## src/rtl/acr_pkg.sv

```systemverilog
`default_nettype none

package acr_pkg;

	// Encoding of a colour spec's kind field
	typedef enum logic [1:0] {
		KIND_DEFAULT = 2'd0,
		KIND_BASIC   = 2'd1,
		KIND_INDEXED = 2'd2,
		KIND_RGB     = 2'd3
	} color_kind_t;

	// Register map: index of each register in the APB window
	localparam logic REG_DEFAULT_FG = 1'b0;
	localparam logic REG_DEFAULT_BG = 1'b1;

	localparam logic [23:0] DEFAULT_FG_RESET = 24'hFFFFFF;
	localparam logic [23:0] DEFAULT_BG_RESET = 24'h242424;

	// Cube and grey ramp constants
	localparam logic [7:0] CUBE_BASE   = 8'd16;
	localparam logic [7:0] GREY_BASE   = 8'd232;
	localparam logic [7:0] CUBE_OFFSET = 8'd55;
	localparam logic [7:0] CUBE_STEP   = 8'd40;
	localparam logic [7:0] GREY_OFFSET = 8'd8;
	localparam logic [7:0] GREY_STEP   = 8'd10;

	// 16-entry ANSI palette, packed RGB
	localparam logic [23:0] ANSI16 [16] = '{
		24'h000000, 24'h800000, 24'h008000, 24'h808000,
		24'h000080, 24'h800080, 24'h008080, 24'hC0C0C0,
		24'h808080, 24'hFF0000, 24'h00FF00, 24'hFFFF00,
		24'h0000FF, 24'hFF00FF, 24'h00FFFF, 24'hFFFFFF
	};

	// Default colour registers as seen by the datapath
	typedef struct packed {
		logic [23:0] fg;
		logic [23:0] bg;
	} cfg_t;

	// Resolved spec: whether a colour was given, and the colour
	typedef struct packed {
		logic        given;
		logic [23:0] rgb;
	} spec_res_t;

	// Cube step to channel level: 0 stays 0, else 55 + 40 * step
	function automatic logic [7:0] cube_level(input logic [2:0] step);
		logic [7:0] lvl;
		lvl = CUBE_OFFSET + 8'({5'd0, step} * CUBE_STEP);
		return (step == 3'd0) ? 8'd0 : lvl;
	endfunction

endpackage

`default_nettype wire

```

## src/rtl/acr_if.sv

```systemverilog
`default_nettype none

interface acr_in_if;
	logic        valid;
	logic        ready;
	logic [1:0]  fg_kind;
	logic [7:0]  fg_index;
	logic        fg_bright;
	logic [23:0] fg_rgb;
	logic [1:0]  bg_kind;
	logic [7:0]  bg_index;
	logic        bg_bright;
	logic [23:0] bg_rgb;
	logic        inverse;
	logic        bold_in;
	logic        underline_in;

	modport source (
		output valid, fg_kind, fg_index, fg_bright, fg_rgb,
		       bg_kind, bg_index, bg_bright, bg_rgb, inverse, bold_in, underline_in,
		input  ready
	);
	modport sink (
		input  valid, fg_kind, fg_index, fg_bright, fg_rgb,
		       bg_kind, bg_index, bg_bright, bg_rgb, inverse, bold_in, underline_in,
		output ready
	);
endinterface

interface acr_out_if;
	logic       valid;
	logic       ready;
	logic [7:0] fg_red;
	logic [7:0] fg_green;
	logic [7:0] fg_blue;
	logic [7:0] bg_red;
	logic [7:0] bg_green;
	logic [7:0] bg_blue;
	logic       bg_shown;
	logic       bold_out;
	logic       underline_out;

	modport source (
		output valid, fg_red, fg_green, fg_blue, bg_red, bg_green, bg_blue,
		       bg_shown, bold_out, underline_out,
		input  ready
	);
	modport sink (
		input  valid, fg_red, fg_green, fg_blue, bg_red, bg_green, bg_blue,
		       bg_shown, bold_out, underline_out,
		output ready
	);
endinterface

`default_nettype wire

```

## src/rtl/ansi_style_color_resolver_core.sv

```systemverilog
// Each input transfer is registered in the input stage, then in the result stage, which drives cell_out.
// Throughput: one cell per cycle unless stalled; the input stage refills as the result stage drains.
// Both stages stall together when cell_out is held off; cell_in.ready drops only then.
// Reset (arst_n low, asynchronous): both stages empty, foreground fallback register 0xFFFFFF,
// background fallback register 0x242424.
`default_nettype none

module ansi_style_color_resolver_core (
	input  wire logic        clk,
	input  wire logic        arst_n,
	acr_in_if.sink           cell_in,
	acr_out_if.source        cell_out,
	input  wire logic        psel,
	input  wire logic        penable,
	input  wire logic        pwrite,
	input  wire logic [2:0]  paddr,
	input  wire logic [31:0] pwdata,
	output      logic [31:0] prdata,
	output      logic        pready
);

	acr_pkg::cfg_t cfg;

	// Input stage
	logic        valid_s1;
	logic [1:0]  fg_kind_s1;
	logic [7:0]  fg_index_s1;
	logic        fg_bright_s1;
	logic [23:0] fg_rgb_s1;
	logic [1:0]  bg_kind_s1;
	logic [7:0]  bg_index_s1;
	logic        bg_bright_s1;
	logic [23:0] bg_rgb_s1;
	logic        inverse_s1;
	logic        bold_s1;
	logic        underline_s1;

	// Result stage
	logic        valid_s2;
	logic [23:0] fg_col_s2;
	logic [23:0] bg_col_s2;
	logic        bg_shown_s2;
	logic        bold_s2;
	logic        underline_s2;

	logic               adv_s2;
	logic               adv_s1;
	acr_pkg::spec_res_t fg_res;
	acr_pkg::spec_res_t bg_res;
	logic [23:0]        fg_col;
	logic [23:0]        bg_col;
	logic               bg_shown;

	acr_apb_regs u_regs (
		.clk     (clk),
		.arst_n  (arst_n),
		.psel    (psel),
		.penable (penable),
		.pwrite  (pwrite),
		.paddr   (paddr),
		.pwdata  (pwdata),
		.prdata  (prdata),
		.pready  (pready),
		.cfg     (cfg)
	);

	// Result stage may load when empty or when its item transfers out this cycle.
	assign adv_s2 = !valid_s2 || cell_out.ready;
	// Input stage moves forward whenever the result stage can take it.
	assign adv_s1 = valid_s1 && adv_s2;
	// Take a new cell when the input stage is empty or drains now.
	assign cell_in.ready = !valid_s1 || adv_s2;

	always_ff @(posedge clk or negedge arst_n) begin
		if (!arst_n) begin
			valid_s1 <= 1'b0;
		end else if (cell_in.ready) begin
			valid_s1 <= cell_in.valid;
		end
	end

	// Capture payload on every input transfer; hold otherwise.
	always_ff @(posedge clk) begin
		if (cell_in.valid && cell_in.ready) begin
			fg_kind_s1   <= cell_in.fg_kind;
			fg_index_s1  <= cell_in.fg_index;
			fg_bright_s1 <= cell_in.fg_bright;
			fg_rgb_s1    <= cell_in.fg_rgb;
			bg_kind_s1   <= cell_in.bg_kind;
			bg_index_s1  <= cell_in.bg_index;
			bg_bright_s1 <= cell_in.bg_bright;
			bg_rgb_s1    <= cell_in.bg_rgb;
			inverse_s1   <= cell_in.inverse;
			bold_s1      <= cell_in.bold_in;
			underline_s1 <= cell_in.underline_in;
		end
	end

	// Resolve each color spec independently. A bad basic index falls back to the
	// default foreground even on the background side.
	acr_spec_resolve u_fg_spec (
		.kind       (fg_kind_s1),
		.index      (fg_index_s1),
		.bright     (fg_bright_s1),
		.rgb        (fg_rgb_s1),
		.default_fg (cfg.fg),
		.res        (fg_res)
	);

	acr_spec_resolve u_bg_spec (
		.kind       (bg_kind_s1),
		.index      (bg_index_s1),
		.bright     (bg_bright_s1),
		.rgb        (bg_rgb_s1),
		.default_fg (cfg.fg),
		.res        (bg_res)
	);

	// Inverse swaps the sides; a missing color comes from the default of the side
	// it came from, and under inverse the background is always filled.
	always_comb begin
		if (inverse_s1) begin
			fg_col   = bg_res.given ? bg_res.rgb : cfg.bg;
			bg_col   = fg_res.given ? fg_res.rgb : cfg.fg;
			bg_shown = 1'b1;
		end else begin
			fg_col   = fg_res.given ? fg_res.rgb : cfg.fg;
			bg_col   = bg_res.given ? bg_res.rgb : cfg.bg;
			bg_shown = bg_res.given;
		end
	end

	always_ff @(posedge clk or negedge arst_n) begin
		if (!arst_n) begin
			valid_s2 <= 1'b0;
		end else if (adv_s2) begin
			valid_s2 <= valid_s1;
		end
	end

	always_ff @(posedge clk) begin
		if (adv_s1) begin
			fg_col_s2    <= fg_col;
			bg_col_s2    <= bg_col;
			bg_shown_s2  <= bg_shown;
			bold_s2      <= bold_s1;
			underline_s2 <= underline_s1;
		end
	end

	assign cell_out.valid         = valid_s2;
	assign cell_out.fg_red        = fg_col_s2[23:16];
	assign cell_out.fg_green      = fg_col_s2[15:8];
	assign cell_out.fg_blue       = fg_col_s2[7:0];
	assign cell_out.bg_red        = bg_col_s2[23:16];
	assign cell_out.bg_green      = bg_col_s2[15:8];
	assign cell_out.bg_blue       = bg_col_s2[7:0];
	assign cell_out.bg_shown      = bg_shown_s2;
	assign cell_out.bold_out      = bold_s2;
	assign cell_out.underline_out = underline_s2;

endmodule

`default_nettype wire

```

## src/rtl/acr_apb_regs.sv

```systemverilog
`default_nettype none

module acr_apb_regs (
	input  wire logic          clk,
	input  wire logic          arst_n,
	input  wire logic          psel,
	input  wire logic          penable,
	input  wire logic          pwrite,
	input  wire logic [2:0]    paddr,
	input  wire logic [31:0]   pwdata,
	output      logic [31:0]   prdata,
	output      logic          pready,
	output      acr_pkg::cfg_t cfg
);

	logic [23:0] default_fg_q;
	logic [23:0] default_bg_q;
	logic        wr_en;
	logic        reg_sel;

	assign pready  = 1'b1;
	assign wr_en   = psel && penable && pwrite;
	assign reg_sel = paddr[2];

	always_ff @(posedge clk or negedge arst_n) begin
		if (!arst_n) begin
			default_fg_q <= acr_pkg::DEFAULT_FG_RESET;
			default_bg_q <= acr_pkg::DEFAULT_BG_RESET;
		end else if (wr_en) begin
			case (reg_sel)
				acr_pkg::REG_DEFAULT_FG: default_fg_q <= pwdata[23:0];
				acr_pkg::REG_DEFAULT_BG: default_bg_q <= pwdata[23:0];
				default: ;
			endcase
		end
	end

	always_comb begin
		case (reg_sel)
			acr_pkg::REG_DEFAULT_FG: prdata = {8'd0, default_fg_q};
			acr_pkg::REG_DEFAULT_BG: prdata = {8'd0, default_bg_q};
			default:                 prdata = 32'd0;
		endcase
	end

	assign cfg.fg = default_fg_q;
	assign cfg.bg = default_bg_q;

endmodule

`default_nettype wire

```

## src/rtl/acr_spec_resolve.sv

```systemverilog
`default_nettype none

module acr_spec_resolve (
	input  wire logic [1:0]  kind,
	input  wire logic [7:0]  index,
	input  wire logic        bright,
	input  wire logic [23:0] rgb,
	input  wire logic [23:0] default_fg,
	output acr_pkg::spec_res_t res
);

	logic [8:0]  basic_idx;
	logic [23:0] basic_rgb;
	logic [7:0]  cube_idx;
	logic [13:0] r_prod;
	logic [2:0]  r_step;
	logic [7:0]  r_base;
	logic [5:0]  rem36;
	logic [11:0] g_prod;
	logic [2:0]  g_step;
	logic [2:0]  b_step;
	logic [7:0]  grey_off;
	logic [7:0]  grey;
	logic [23:0] indexed_rgb;

	// Basic: bright adds 8, anything past the palette falls back to default fg
	assign basic_idx = {1'b0, index} + (bright ? 9'd8 : 9'd0);
	assign basic_rgb = (basic_idx[8:4] != 5'd0) ? default_fg : acr_pkg::ANSI16[basic_idx[3:0]];

	// Cube: divide by 36 and 6 via reciprocal multiply (exact over 0..215)
	assign cube_idx = index - acr_pkg::CUBE_BASE;
	assign r_prod   = {6'd0, cube_idx} * 14'd57;
	assign r_step   = r_prod[13:11];
	assign r_base   = 8'({5'd0, r_step} * 8'd36);
	assign rem36    = 6'(cube_idx - r_base);
	assign g_prod   = {6'd0, rem36} * 12'd43;
	assign g_step   = g_prod[10:8];
	assign b_step   = 3'(rem36 - 6'({3'd0, g_step} * 6'd6));

	assign grey_off = index - acr_pkg::GREY_BASE;
	assign grey     = acr_pkg::GREY_OFFSET + 8'(grey_off * acr_pkg::GREY_STEP);

	always_comb begin
		if (index < acr_pkg::CUBE_BASE) begin
			indexed_rgb = acr_pkg::ANSI16[index[3:0]];
		end else if (index >= acr_pkg::GREY_BASE) begin
			indexed_rgb = {grey, grey, grey};
		end else begin
			indexed_rgb = {acr_pkg::cube_level(r_step), acr_pkg::cube_level(g_step),
			               acr_pkg::cube_level(b_step)};
		end
	end

	always_comb begin
		case (acr_pkg::color_kind_t'(kind))
			acr_pkg::KIND_BASIC:   res = '{given: 1'b1, rgb: basic_rgb};
			acr_pkg::KIND_INDEXED: res = '{given: 1'b1, rgb: indexed_rgb};
			acr_pkg::KIND_RGB:     res = '{given: 1'b1, rgb: rgb};
			default:               res = '{given: 1'b0, rgb: 24'd0};
		endcase
	end

endmodule

`default_nettype wire

```

## src/flat_wrapper.sv

```systemverilog
// flat-port wrapper written by rule: the top's interface ports become plain ports
module ansi_style_color_resolver_core_flat 
  (clk, arst_n, psel, penable, pwrite, paddr, pwdata, prdata, pready, cell_in_valid, cell_in_fg_kind, cell_in_fg_index, cell_in_fg_bright, cell_in_fg_rgb, cell_in_bg_kind, cell_in_bg_index, cell_in_bg_bright, cell_in_bg_rgb, cell_in_inverse, cell_in_bold_in, cell_in_underline_in, cell_in_ready, cell_out_valid, cell_out_fg_red, cell_out_fg_green, cell_out_fg_blue, cell_out_bg_red, cell_out_bg_green, cell_out_bg_blue, cell_out_bg_shown, cell_out_bold_out, cell_out_underline_out, cell_out_ready);
  acr_in_if cell_in_i ();
  acr_out_if cell_out_i ();
  input  wire logic clk;
  input  wire logic arst_n;
  input  wire logic psel;
  input  wire logic penable;
  input  wire logic pwrite;
  input  wire logic [2:0] paddr;
  input  wire logic [31:0] pwdata;
  output      logic [31:0] prdata;
  output      logic pready;
  input wire logic [$bits(cell_in_i.valid)-1:0] cell_in_valid;
  input wire logic [$bits(cell_in_i.fg_kind)-1:0] cell_in_fg_kind;
  input wire logic [$bits(cell_in_i.fg_index)-1:0] cell_in_fg_index;
  input wire logic [$bits(cell_in_i.fg_bright)-1:0] cell_in_fg_bright;
  input wire logic [$bits(cell_in_i.fg_rgb)-1:0] cell_in_fg_rgb;
  input wire logic [$bits(cell_in_i.bg_kind)-1:0] cell_in_bg_kind;
  input wire logic [$bits(cell_in_i.bg_index)-1:0] cell_in_bg_index;
  input wire logic [$bits(cell_in_i.bg_bright)-1:0] cell_in_bg_bright;
  input wire logic [$bits(cell_in_i.bg_rgb)-1:0] cell_in_bg_rgb;
  input wire logic [$bits(cell_in_i.inverse)-1:0] cell_in_inverse;
  input wire logic [$bits(cell_in_i.bold_in)-1:0] cell_in_bold_in;
  input wire logic [$bits(cell_in_i.underline_in)-1:0] cell_in_underline_in;
  output wire logic [$bits(cell_in_i.ready)-1:0] cell_in_ready;
  output wire logic [$bits(cell_out_i.valid)-1:0] cell_out_valid;
  output wire logic [$bits(cell_out_i.fg_red)-1:0] cell_out_fg_red;
  output wire logic [$bits(cell_out_i.fg_green)-1:0] cell_out_fg_green;
  output wire logic [$bits(cell_out_i.fg_blue)-1:0] cell_out_fg_blue;
  output wire logic [$bits(cell_out_i.bg_red)-1:0] cell_out_bg_red;
  output wire logic [$bits(cell_out_i.bg_green)-1:0] cell_out_bg_green;
  output wire logic [$bits(cell_out_i.bg_blue)-1:0] cell_out_bg_blue;
  output wire logic [$bits(cell_out_i.bg_shown)-1:0] cell_out_bg_shown;
  output wire logic [$bits(cell_out_i.bold_out)-1:0] cell_out_bold_out;
  output wire logic [$bits(cell_out_i.underline_out)-1:0] cell_out_underline_out;
  input wire logic [$bits(cell_out_i.ready)-1:0] cell_out_ready;
  assign cell_in_i.valid = cell_in_valid;
  assign cell_in_i.fg_kind = cell_in_fg_kind;
  assign cell_in_i.fg_index = cell_in_fg_index;
  assign cell_in_i.fg_bright = cell_in_fg_bright;
  assign cell_in_i.fg_rgb = cell_in_fg_rgb;
  assign cell_in_i.bg_kind = cell_in_bg_kind;
  assign cell_in_i.bg_index = cell_in_bg_index;
  assign cell_in_i.bg_bright = cell_in_bg_bright;
  assign cell_in_i.bg_rgb = cell_in_bg_rgb;
  assign cell_in_i.inverse = cell_in_inverse;
  assign cell_in_i.bold_in = cell_in_bold_in;
  assign cell_in_i.underline_in = cell_in_underline_in;
  assign cell_in_ready = cell_in_i.ready;
  assign cell_out_valid = cell_out_i.valid;
  assign cell_out_fg_red = cell_out_i.fg_red;
  assign cell_out_fg_green = cell_out_i.fg_green;
  assign cell_out_fg_blue = cell_out_i.fg_blue;
  assign cell_out_bg_red = cell_out_i.bg_red;
  assign cell_out_bg_green = cell_out_i.bg_green;
  assign cell_out_bg_blue = cell_out_i.bg_blue;
  assign cell_out_bg_shown = cell_out_i.bg_shown;
  assign cell_out_bold_out = cell_out_i.bold_out;
  assign cell_out_underline_out = cell_out_i.underline_out;
  assign cell_out_i.ready = cell_out_ready;
  ansi_style_color_resolver_core u_core (.clk(clk), .arst_n(arst_n), .cell_in(cell_in_i), .cell_out(cell_out_i), .psel(psel), .penable(penable), .pwrite(pwrite), .paddr(paddr), .pwdata(pwdata), .prdata(prdata), .pready(pready));
endmodule
```

## config.mk

```make
export PLATFORM = sky130hd
export DESIGN_NAME = ansi_style_color_resolver_core_flat
export DESIGN_NICKNAME = d
export VERILOG_FILES = /design/src/rtl/acr_pkg.sv /design/src/rtl/acr_if.sv /design/src/rtl/ansi_style_color_resolver_core.sv /design/src/rtl/acr_apb_regs.sv /design/src/rtl/acr_spec_resolve.sv /design/src/flat_wrapper.sv
export SDC_FILE = /design/constraint.sdc
export NUM_CORES = 1
export LEC_CHECK = 0
export BUFFER_PORTS_ARGS = -buffer_cell sky130_fd_sc_hd__buf_4
export CAP_MARGIN = 10
export CORE_MARGIN = 2
export CORE_UTILIZATION = 30
export CTS_CLUSTER_SIZE = 40
export DETAILED_ROUTE_END_ITERATION = 12
export GPL_TIMING_DRIVEN = 0
export REMOVE_ABC_BUFFERS = 1
export SLEW_MARGIN = 20
export SYNTH_ARGS = -nofsm -noshare
export SYNTH_HDL_FRONTEND = slang
export SYNTH_HIERARCHICAL = 1
export SYNTH_SLANG_ARGS = --single-unit
```

## constraint.sdc

```tcl
create_clock -name clk -period 20.6 [get_ports clk]
set_input_delay 3.09 -clock clk [delete_from_list [all_inputs] [get_ports clk]]
set_output_delay 3.09 -clock clk [all_outputs]
set_load 0.02 [all_outputs]
```

* After elaboration in Yosys (flattened, before gate mapping)
Memories as Yosys holds them, arrays and structs flattened.
Cells that the tools add are included.
** Word-level totals
- Input bits :: 115
- Word-level logic and storage cells :: 124
- Memories :: 4
- Bits in registers :: 174
- Memory bits (read-only) :: 1536
- Output and inout port bits :: 86
** Memory list
- (name not given) :: words 16, width 24, rd ports 1, clocked after memory_dff 0, wr ports 0, line acr_spec_resolve.sv:45 : indexed_rgb = acr_pkg::ANSI16[index[3:0]];
- (name not given) :: words 16, width 24, rd ports 1, clocked after memory_dff 0, wr ports 0, line acr_spec_resolve.sv:28 : assign basic_rgb = (basic_idx[8:4] != 5'd0) ? default_fg : acr_pkg::ANSI16[basic_idx[3:0]];
- (name not given) :: words 16, width 24, rd ports 1, clocked after memory_dff 0, wr ports 0, line acr_spec_resolve.sv:45
- (name not given) :: words 16, width 24, rd ports 1, clocked after memory_dff 0, wr ports 0, line acr_spec_resolve.sv:28
** Operators by class
- $add $sub $neg :: 18
- Equality and inequality tests :: 6
- Reduce and logical (&&, ||, !) cells :: 18
- $mul :: 16
- Magnitude comparators :: 8
- Mux-type cells :: 29
- Bitwise gates (word level) :: 5
** Operators with widths (number)
- 24-bit 2-to-1 mux :: 18
- 25-bit case mux with 3 select lines :: 2
- 32-bit case mux with 2 select lines :: 1
- 6-bit by 8-bit adder with 8-bit output (first input constant) :: 6
- 8-bit 2-to-1 mux :: 6
- 3-bit by 3-bit multiplier with 5-bit output (second input constant) :: 6
- 8-bit by 6-bit multiplier with 14-bit output (second input constant) :: 2
- 6-bit by 6-bit multiplier with 11-bit output (second input constant) :: 2
- 5-bit >= comparator (second input constant) :: 4
- 4-bit NOT with 5-bit output :: 4
- 8-bit by 9-bit adder with 9-bit output :: 2
- 3-bit logical NOT :: 6
- 4-bit by 8-bit adder with 8-bit output (first input constant) :: 2
- 8-bit >= comparator (second input constant) :: 2
- 8-bit by 5-bit less-than comparator with 1-bit output (second input constant) :: 2
- 8-bit by 3-bit multiplier with 7-bit output (second input constant) :: 2
- 8-bit by 5-bit subtractor with 8-bit output (second input constant) :: 2
- 8-bit subtractor (second input constant) :: 2
- 6-bit subtractor :: 2
- 5-bit nonzero test :: 2
- 2-bit == test (second input constant) :: 4
- 3-bit by 4-bit multiplier with 4-bit output (second input constant) :: 2
- 4-bit 2-to-1 mux :: 2
- 3-bit by 2-bit multiplier with 2-bit output (second input constant) :: 2
- other kinds (7) :: 15

* Longest topological paths before layout
Gate-level depths: netlist of the first run.
- Depth in word-level cells :: 15
- Mapped depth :: 45
- Depth with buffers taken out :: 44

* Hierarchy
Netlist of the first run, hierarchy kept.
** By module, submodules not included
- ansi_style_color_resolver_core :: sequential area each 3773.6 um^2, times used 1, area an instance 4927.2 um^2, cells each 241
- acr_spec_resolve (u_core.u_bg_spec) :: sequential area each 0.0 um^2, times used 1, area an instance 3339.5 um^2, cells each 451
- acr_spec_resolve (u_core.u_fg_spec) :: sequential area each 0.0 um^2, times used 1, area an instance 3338.2 um^2, cells each 452
- acr_apb_regs :: sequential area each 1238.7 um^2, times used 1, area an instance 2311.0 um^2, cells each 140

* Worst setup path before layout of the first run
OpenSTA, ideal clock, no wires.
- Path kind :: register to register
- From :: register u_core.bg_index_s1[3]
- To :: register u_core.fg_col_s2[7], data pin
- Clock period less this slack :: 9.542 ns
- Data required time :: 20.335 ns
- Cell stages (with the launch flop) :: 42
- Data arrival time :: 9.277 ns
- Setup time :: 0.265 ns
- Path buffers :: 1
- Setup slack :: 11.058 ns
- Path through :: edfxtp_1 clkbuf_1 inv_1 fa_1 inv_1 ha_1 xnor2_1 ha_1 ha_1 and2_4 o21a_4 or4_4 nand4_4 ha_1 nand3_1 mux2_2 a21oi_1 maj3_4 [6 not listed] a21oi_1 o21ai_0 a21o_1 a21oi_1 xnor2_1 ha_1 xor2_1 ha_1 ha_1 o21ai_0 xnor2_1 a2111oi_0 a21oi_1 o21ai_0 o21ai_0 a22o_1 mux2i_1 mux2i_1
** RTL lines
- start, declared :: line ansi_style_color_resolver_core.sv:31 : logic [7:0] bg_index_s1;
- start signal, assigned :: line ansi_style_color_resolver_core.sv:90 : bg_index_s1 <= cell_in.bg_index;
- end signal, assigned :: line ansi_style_color_resolver_core.sv:143 : fg_col_s2 <= fg_col;
- end, declared :: line ansi_style_color_resolver_core.sv:40 : logic [23:0] fg_col_s2;

==> metrics.txt, run 1 <==
CTS tree done; RSZ-0062 raised after global routing false; grt ovf 0; #FFs+latches synth 174; via/cell ratio 5.08; synth warn 6; Clock Pin Slew Worst Setup and Hold Paths around 70 ps; max-slew violation count 0; Crit-path slowest cell edfxtp_1; most frequent cell after synthesis ha_1; largest area contributor in the netlist edfxtp_1; Area growth syn-to-layout 17.1%; crit path DAT 11410 ps; critical path peak fanout 12; Synth Area in Compound Gates between 10% and 20%; Reg2Reg Setup Slack 9410 ps; H-tree Lvls 4; vias in the first global route 10400; clock sinks approximately 170; post-synthesis adder-cell area fraction 17.0%; Tmin final approximately 11000 ps; area fraction in and, or, nand and nor cells after synthesis between 10% and 20%; initial antenna violation count 1; PostCTS Resize Cnt 0; Initial Util 30.5%; DIE HEIGHT 219 µm; Core Region 45600 µm²; drt total wl 40.1 mm; MaxCap Viol Count 0; DRT iter0 DRCs 650; sequential fraction of the synthesis area a little over a third; Post-DRT Antenna Nets 0; post-CTS setup buffers 0; Worst Tran Pin Value 1070 ps; hpwl dp 31.4 mm; hold buffers post-CTS 0; layout cells sized above 1 25.0%; Final Hold Vio Count 0; Critical Setup Path Class flop to flop; Async SR Flop Fraction 28.7%; fin nets 1716; CTS root buf clkbuf_16; fillcell total 4542; Hold Path Class flop to flop; via count 10400; Worst-Skew Late Latency slightly below 500 ps; Clock Skew 13.4 ps; Final GP Congestion 0.897; Post-synth EDFFs 124; routed len/inst 19.6 µm; Worst Setup Start Kind flop; final setup TNS 0 ps; Syn Area/Cell approximately 11 µm²; GR Util All Layers 17.0%; cts bufs inserted 17; synth top area cells edfxtp_1 (27%), ha_1 (13%), mux2i_1 (7.6%); fin crit share 54.3%; most frequent CP cell ha_1; pin count of the biggest net entering global routing 52; Die W 219 µm; first-pass GRT wire length 60.7 mm; Bufs on Longest Clock Path 2; Required @ worst endpoint 20820 ps; die area 48100 µm²; Synth Flop Type edfxtp_1; number of top-level pins 201; Largest stage delay, worst path 630 ps; status complete, no violations; Post-Synthesis Cells 1284; synthesized area 13900 µm²; # DRC 0; Slew headroom ~29%; Yosys top cell area share 26.8%; post-synthesis mux area share 14.0%; row cnt 78; CP endpoint kind flop; Commonest cells post-synth ha_1 (146), edfxtp_1 (124), mux2i_1 (105); xor and xnor area share after synthesis 4.64%; Setup violations, final 0; library cells used by synthesis slightly below 90; TritonRoute pass-1 iters 5; largest family of logic cells by synthesized area adder cells; port bufs 181; Fmax achieved 89.3 MHz
layer usage:
layer | routed length [µm] | vias to the layer above | global-route usage [%]
met1 | 17100 | 5132 | 21.1
met5 | 0 | - | 0
met4 | 1020 | 0 | 6.51
li1 | - | 4945 | -
met3 | 1780 | 52 | 3.33
met2 | 20300 | 258 | 29.2
cell usage in the layout, fill, tap and decap left out, types with 16 or more instances in the layout:
| cell type | n |
|---|---|
| a21oi_1 | 64 |
| buf_4 | 181 |
| clkbuf_16 | 18 |
| dfrtp_1 | 20 |
| dfstp_2 | 30 |
| edfxtp_1 | 124 |
| fa_1 | 26 |
| ha_1 | 146 |
| inv_1 | 87 |
| mux2_2 | 52 |
| mux2_4 | 20 |
| mux2i_1 | 105 |
| nand2_1 | 94 |
| nand3_1 | 27 |
| nor2_1 | 43 |
| nor3_1 | 17 |
| o211ai_1 | 16 |
| o21ai_0 | 91 |
| xnor2_1 | 43 |
| xor2_1 | 18 |
final cells by class:
cell class / instances / area [µm²] / area share [%]
multi-input cells: 962 / 8160 / 50.1
clock buffers: 20 / 458 / 2.81
well taps: 600 / 751 / 4.61
flip-flops and latches: 174 / 5010 / 30.7
clock inverters: 12 / 140 / 0.860
inverters: 87 / 327 / 2.00
diodes: 2 / 5.00 / 0.0307
repair buffers: 187 / 1450 / 8.87
worst paths after layout:
| kind | depth (start not counted) | endpoint | from |
|---|---|---|---|
| worst max-delay path | 43 | u_core/bg_col_s2[7] | u_core/bg_index_s1[4] |
| worst min register to register | 0 | u_core/cell_out.bold_out | u_core/bold_s1 |
| worst max register to register | 43 | u_core/bg_col_s2[7] | u_core/bg_index_s1[4] |
| max in group asynchronous | 1 | u_core/u_regs/default_bg_q[6] | arst_n |
| min in group asynchronous | 1 | u_core/cell_out.valid | arst_n |
| worst min-delay path | 0 | u_core/cell_out.bold_out | u_core/bold_s1 |
registers in the layout, indices dropped and copies added (netlist names), 2 cells and up:
name / count
u_core/bg_col_s2: 24
u_core/bg_index_s1: 8
u_core/bg_kind_s1: 2
u_core/bg_rgb_s1: 24
u_core/fg_col_s2: 24
u_core/fg_index_s1: 8
u_core/fg_kind_s1: 2
u_core/fg_rgb_s1: 24
u_core/u_regs/default_bg_q: 24
u_core/u_regs/default_fg_q: 24
cell families (layout without fill, tap and decap cells):
group | count (synthesis) | after routing
and+or+nand+nor | 276 | 276
xor gates and xnor gates | 66 | 66
adders and majority gates | 173 | 173
muxes | 178 | 178
other | 2 | 11
buffers and inverters | 155 | 306
DFF | 174 | 174
AOI/OAI and AO/OA | 260 | 260
critical path, delay by kind of cell (launching register included):
family / cells / cell delay (ps)
DFF: 1 / 630
buffers and inverters: 6 / 730
adders and majority gates: 13 / 4630
xor gates and xnor gates: 5 / 1470
and+or+nand+nor: 4 / 620
AOI/OAI and AO/OA: 13 / 2490
muxes: 2 / 350
through the flow:
step | instance area, µm² | std cells | util, % | setup slack [ps] | hold slack [ps]
final | 16300 | 2044 | 35.8 | 9410 | 430
after global routing | 16300 | 2043 | 35.8 | 8730 | 447
after CTS | 16300 | 2042 | 35.8 | 9500 | 429
after detailed placement | 15700 | 2010 | 34.4 | 9530 | 411
after global placement | 15600 | 2004 | 34.2 | 9650 | 401
after floorplan | 13500 | 1223 | - | 11070 | 400
Power of run 1 is not shown: default switching activity piles up to over one toggle a cycle in this logic, so the estimate is an artifact.
==> run 2, diff against run 1 <==
==> constraint.sdc (replaced) <==
create_clock -name clk -period 9.2 [get_ports clk]
set_input_delay 1.38 -clock clk [delete_from_list [all_inputs] [get_ports clk]]
set_output_delay 1.38 -clock clk [all_outputs]
set_load 0.02 [all_outputs]
==> metrics.txt, run 2 (same netlist as run 1, synthesis figures left out) <==
initial antenna violation count 2 (+1); Area growth syn-to-layout 25.6%; port bufs 181 (unchanged); Worst Setup Start Kind flop; drt total wl 41.9 mm (+4.5%); hold buffers post-CTS 0 (unchanged); Die W 219 µm (unchanged); number of top-level pins 201 (unchanged); crit path DAT 9420 ps (-1990 ps); RSZ-0062 raised after global routing true; fin nets 1772 (+3.3%); grt ovf 0 (unchanged); fillcell total 4436 (-2.3%); Clock Skew 13.0 ps (-0.340 ps); pin count of the biggest net entering global routing 52 (unchanged); CTS tree done; Largest stage delay, worst path 600 ps (-30 ps); DIE HEIGHT 219 µm (unchanged); Clock Pin Slew Worst Setup and Hold Paths 70 ps (about the same); Core Region 45600 µm² (unchanged); Worst Tran Pin Value 1050 ps (-17.2 ps); vias in the first global route 10700 (+2.9%); Required @ worst endpoint 9420 ps (-11400 ps); row cnt 78 (unchanged); Hold Path Class flop to flop; Setup violations, final 0 (unchanged); layout cells sized above 1 34.0% (+9.1 points); Crit-path slowest cell fa_1; CP endpoint kind flop; H-tree Lvls 4 (unchanged); Tmin final 9200 ps (-2000 ps); MaxCap Viol Count 0 (unchanged); DP Worst Slack -1870 ps (-11400 ps); via/cell ratio 5.07 (-0.28%); hpwl dp 31.4 mm (unchanged); Initial Util 30.5% (unchanged); Slew headroom 29.9% (+1.1 points); placed cell count 2010 (unchanged); max-slew violation count 0 (unchanged); final setup margin 4.18 ps (-9400 ps); final std cells w/o fill 2101 (+2.8%); first-pass GRT wire length 62.7 mm (+3.4%); Bufs on Longest Clock Path 2 (unchanged); DRT iter0 DRCs 579 (-11%); die area 48100 µm² (unchanged); via count 10600 (+2.5%); cts bufs inserted 17 (unchanged); Post-DRT Antenna Nets 0 (unchanged); Final Hold Vio Count 0 (unchanged); TritonRoute pass-1 iters 5 (unchanged); GR Util All Layers 17.6% (+0.58 points); status complete, no violations; most common cell after layout, fill and taps aside buf_4; CTS root buf clkbuf_16; fin crit share 100% (+46 points); Final GP Congestion 0.897 (unchanged); commonest non-fill, non-tap cells in the layout buf_4 (235), edfxtp_1 (124), ha_1 (123), mux2i_1 (102), nand2_1 (93); most frequent CP cell ha_4; routed len/inst 20.0 µm (+1.7%); post-layout util 38.4% (+2.6 points); critical path peak fanout 6 (-6); clock sinks 174 (unchanged); Critical Setup Path Class flop to flop; # DRC 0 (unchanged); Worst-Skew Late Latency 490 ps (about the same); Fmax achieved 109 MHz (+22%)
## run 2: through the flow
| stage | setup TNS (ps) | area (µm²) | hold WS [ps] |
|---|---|---|---|
| after global placement | -25150 | 15600 | 401 |
| final | 0 | 17500 | 430 |
| after global routing | -885 | 17500 | 447 |
| after detailed placement | -27320 | 15700 | 411 |
| after floorplan | -647 | 13500 | 400 |
| after CTS | 0 | 17000 | 429 |
## run 2: timing repair
action / CTS / global route
endpoints found under the hold margin: 0 / 0
pin swaps: 29 / 49
setup endpoints to repair: 30 / 24
gates resized for setup: 74 / 64
buffers inserted: 36 / 20
## run 2: per-layer routing
layer | vias to the layer above | track usage (%) | wire length [µm]
met5 | - | 0 | 0
met4 | 0 | 6.51 | 1150
met3 | 60 | 3.48 | 1490
met2 | 254 | 30.3 | 21200
met1 | 5272 | 21.8 | 18100
li1 | 5061 | - | -
## run 2: path summary, 6_finish.rpt
path	from	end	slack, ps	depth (start not counted)
setup / recovery	u_core/bg_index_s1[2]	u_core/bg_col_s2[7]	4	40
hold / removal	u_core/bold_s1	u_core/cell_out.bold_out	430	0
setup reg to reg	u_core/bg_index_s1[2]	u_core/bg_col_s2[7]	4	40
hold reg to reg	u_core/bold_s1	u_core/cell_out.bold_out	430	0
max in group asynchronous	arst_n	u_core/u_regs/default_bg_q[6]	7820	1
min in group asynchronous	arst_n	u_core/u_regs/default_bg_q[16]	910	1
## run 2: area by class of cell
| cell class | count | area (µm²) | share of cell area [%] |
|---|---|---|---|
| Antenna cell | 3 | 7.51 | 0.0429 |
| Tap cell | 600 | 751 | 4.29 |
| Clock buffer | 20 | 458 | 2.62 |
| Timing Repair Buffer | 243 | 1870 | 10.7 |
| Clock inverter | 12 | 140 | 0.801 |
| Multi-Input combinational cell | 962 | 8900 | 50.9 |
| Inverter | 87 | 342 | 1.95 |
| Sequential cell | 174 | 5010 | 28.7 |
## run 2: worst max-delay path, delay by kind of cell, from the launching register on
| kind | cells | cell delay (ps) |
|---|---|---|
| DFF | 1 | 460 |
| buffers and inverters | 4 | 250 |
| AOI/OAI and AO/OA | 10 | 1820 |
| and+or+nand+nor | 5 | 970 |
| xor gates and xnor gates | 6 | 950 |
| muxes | 3 | 600 |
| adders and majority gates | 12 | 3890 |
Power of run 2 is left out for the same reason.
==> run 3, diff against run 2 <==
--- a/config.mk
+++ b/config.mk
@@ -12,6 +12,7 @@
 export CTS_CLUSTER_SIZE = 40
 export DETAILED_ROUTE_END_ITERATION = 12
 export GPL_TIMING_DRIVEN = 0
+export RECOVER_POWER = 25
 export REMOVE_ABC_BUFFERS = 1
 export SLEW_MARGIN = 20
 export SYNTH_ARGS = -nofsm -noshare
==> metrics.txt, run 3 (same netlist as run 1, synthesis figures left out) <==
Fmax achieved 109 MHz (about the same); Worst Hold Depth 0 (unchanged); hpwl dp 31.4 mm (unchanged); Post-DRT Antenna Nets 0 (unchanged); Die W 219 µm (unchanged); Clock Pin Slew Worst Setup and Hold Paths 70 ps (about the same); DIE HEIGHT 219 µm (unchanged); status complete, but fails checks; Reg2Reg Setup Slack 10 ps (about the same); Final GP Congestion 0.897 (unchanged); Worst Setup Start Kind flop; Slew headroom -85.4% (-120 points); fin crit share 99.9% (about the same); Largest stage delay, worst path 600 ps (about the same); initial antenna violation count 1 (-1); hold buffers post-CTS 0 (unchanged); most frequent CP cell ha_4; DRT iter0 DRCs 620 (+7.1%); Worst-Skew Late Latency 490 ps (about the same); Required @ worst endpoint 9420 ps (about the same); failing checks capacitance limit, slew limit; routed len/inst 19.9 µm (-0.13%); Worst Hold End u_core/cell_out.bold_out; Hold Path Class flop to flop; cts bufs inserted 17 (unchanged); WHS 429 ps (-0.0800 ps); CTS root buf clkbuf_16; via count 10700 (+0.094%); vias in the first global route 10700 (unchanged); port bufs 181 (unchanged); fillcell total 4441 (+0.11%); final setup TNS 0 ps (unchanged); die area 48100 µm² (unchanged); number of top-level pins 201 (unchanged); drt total wl 41.9 mm (-0.18%); MaxCap Viol Count 1 (+1); # DRC 0 (unchanged); layout cells sized above 1 33.8% (-0.27 points); crit path DAT 9410 ps (about the same); CTS tree done; CP endpoint kind flop; grt ovf 0 (unchanged); TritonRoute pass-1 iters 5 (unchanged); Final Hold Vio Count 0 (unchanged); clock sinks 174 (unchanged); Area growth syn-to-layout 25.5%; critical path peak fanout 6 (unchanged); Core Region 45600 µm² (unchanged); commonest non-fill, non-tap cells in the layout buf_4 (160), edfxtp_1 (124), ha_1 (123), mux2i_1 (102), nand2_1 (93); H-tree Lvls 4 (unchanged); Initial Util 30.5% (unchanged); pin count of the biggest net entering global routing 52 (unchanged); most common cell after layout, fill and taps aside buf_4; worst hold start u_core/bold_s1; r2r worst-path depth 40 (unchanged); row cnt 78 (unchanged); Tmin final 9190 ps (-5.84 ps); Bufs on Longest Clock Path 2 (unchanged); reg2reg start u_core/bg_index_s1[2]; Worst Tran Pin Value 2780 ps (+1730 ps); post-layout util 38.3% (-0.038 points); max-slew violation count 51 (+51); Critical Setup Path Class flop to flop; RSZ-0062 raised after global routing true; RR Endpoint u_core/bg_col_s2[7]; via/cell ratio 5.07 (+0.14%); GR Util All Layers 17.6% (unchanged); fin nets 1772 (unchanged); Clock Skew 14.0 ps (+0.905 ps); Crit-path slowest cell fa_1; first-pass GRT wire length 62.7 mm (unchanged); Setup violations, final 0 (unchanged)
==> run 3: cell types whose count changed in the layout (fill, tap and decap cells not counted), sizes merged <==
cell | previous run | this run
clkbuf | 20 | 95
buf | 243 | 168
diode | 3 | 2
==> run 3: timing repair <==
action / CTS / global route
gates resized for setup: 74 / 64
setup endpoints to repair: 30 / 24
setup buffers: 36 / 20
pin swaps: 29 / 49
==> run 3: critical path, delay by kind of cell (launching register included) <==
kind | cells | cell delay (ps)
AOI/OAI and AO/OA | 10 | 1820
xor gates and xnor gates | 6 | 950
adders and majority gates | 12 | 3890
buffers and inverters | 4 | 250
DFF | 1 | 460
muxes | 3 | 600
and+or+nand+nor | 5 | 960
==> run 3: layer usage <==
metal	vias to the layer above	track usage, %	wire length (µm)
met1	5279	21.8	18000
met3	62	3.48	1580
li1	5062	-	-
met5	-	0	0
met2	254	30.3	21100
met4	0	6.51	1150
==> run 3: final cells by class <==
type	instances	area [µm²]	area share, %
Antenna cell	2	5.00	0.0287
Clock buffer	20	458	2.62
Clock inverter	12	140	0.802
Sequential cell	174	5010	28.7
Inverter	87	342	1.96
Multi-Input combinational cell	962	8900	51.0
Tap cell	600	751	4.30
Timing Repair Buffer	243	1860	10.6
==> run 3: worst max path at each step <==
stage	startpoint	slack, ps	end
2_1_floorplan	u_core/bg_index_s1[4]	-330	u_core/fg_col_s2[7]
3_3_place_gp	u_core/bg_index_s1[3]	-1750	u_core/fg_col_s2[7]
3_5_place_dp	u_core/bg_index_s1[4]	-1870	u_core/bg_col_s2[7]
4_1_cts	u_core/fg_index_s1[0]	4	u_core/bg_col_s2[7]
5_1_grt	u_core/fg_index_s1[4]	-280	u_core/bg_col_s2[7]
6_report	u_core/bg_index_s1[2]	10	u_core/bg_col_s2[7]
==> run 3: through the flow <==
stage          cell area (µm²)  instances  worst slack, ps
3_5_place_dp             15700       2010            -1870
5_1_grt                  17500       2099             -281
6_report                 17500       2100             10.0
3_3_place_gp             15600       2004            -1750
4_1_cts                  17000       2078             3.54
2_1_floorplan            13500       1223             -326
Power of run 3 is left out for the same reason.
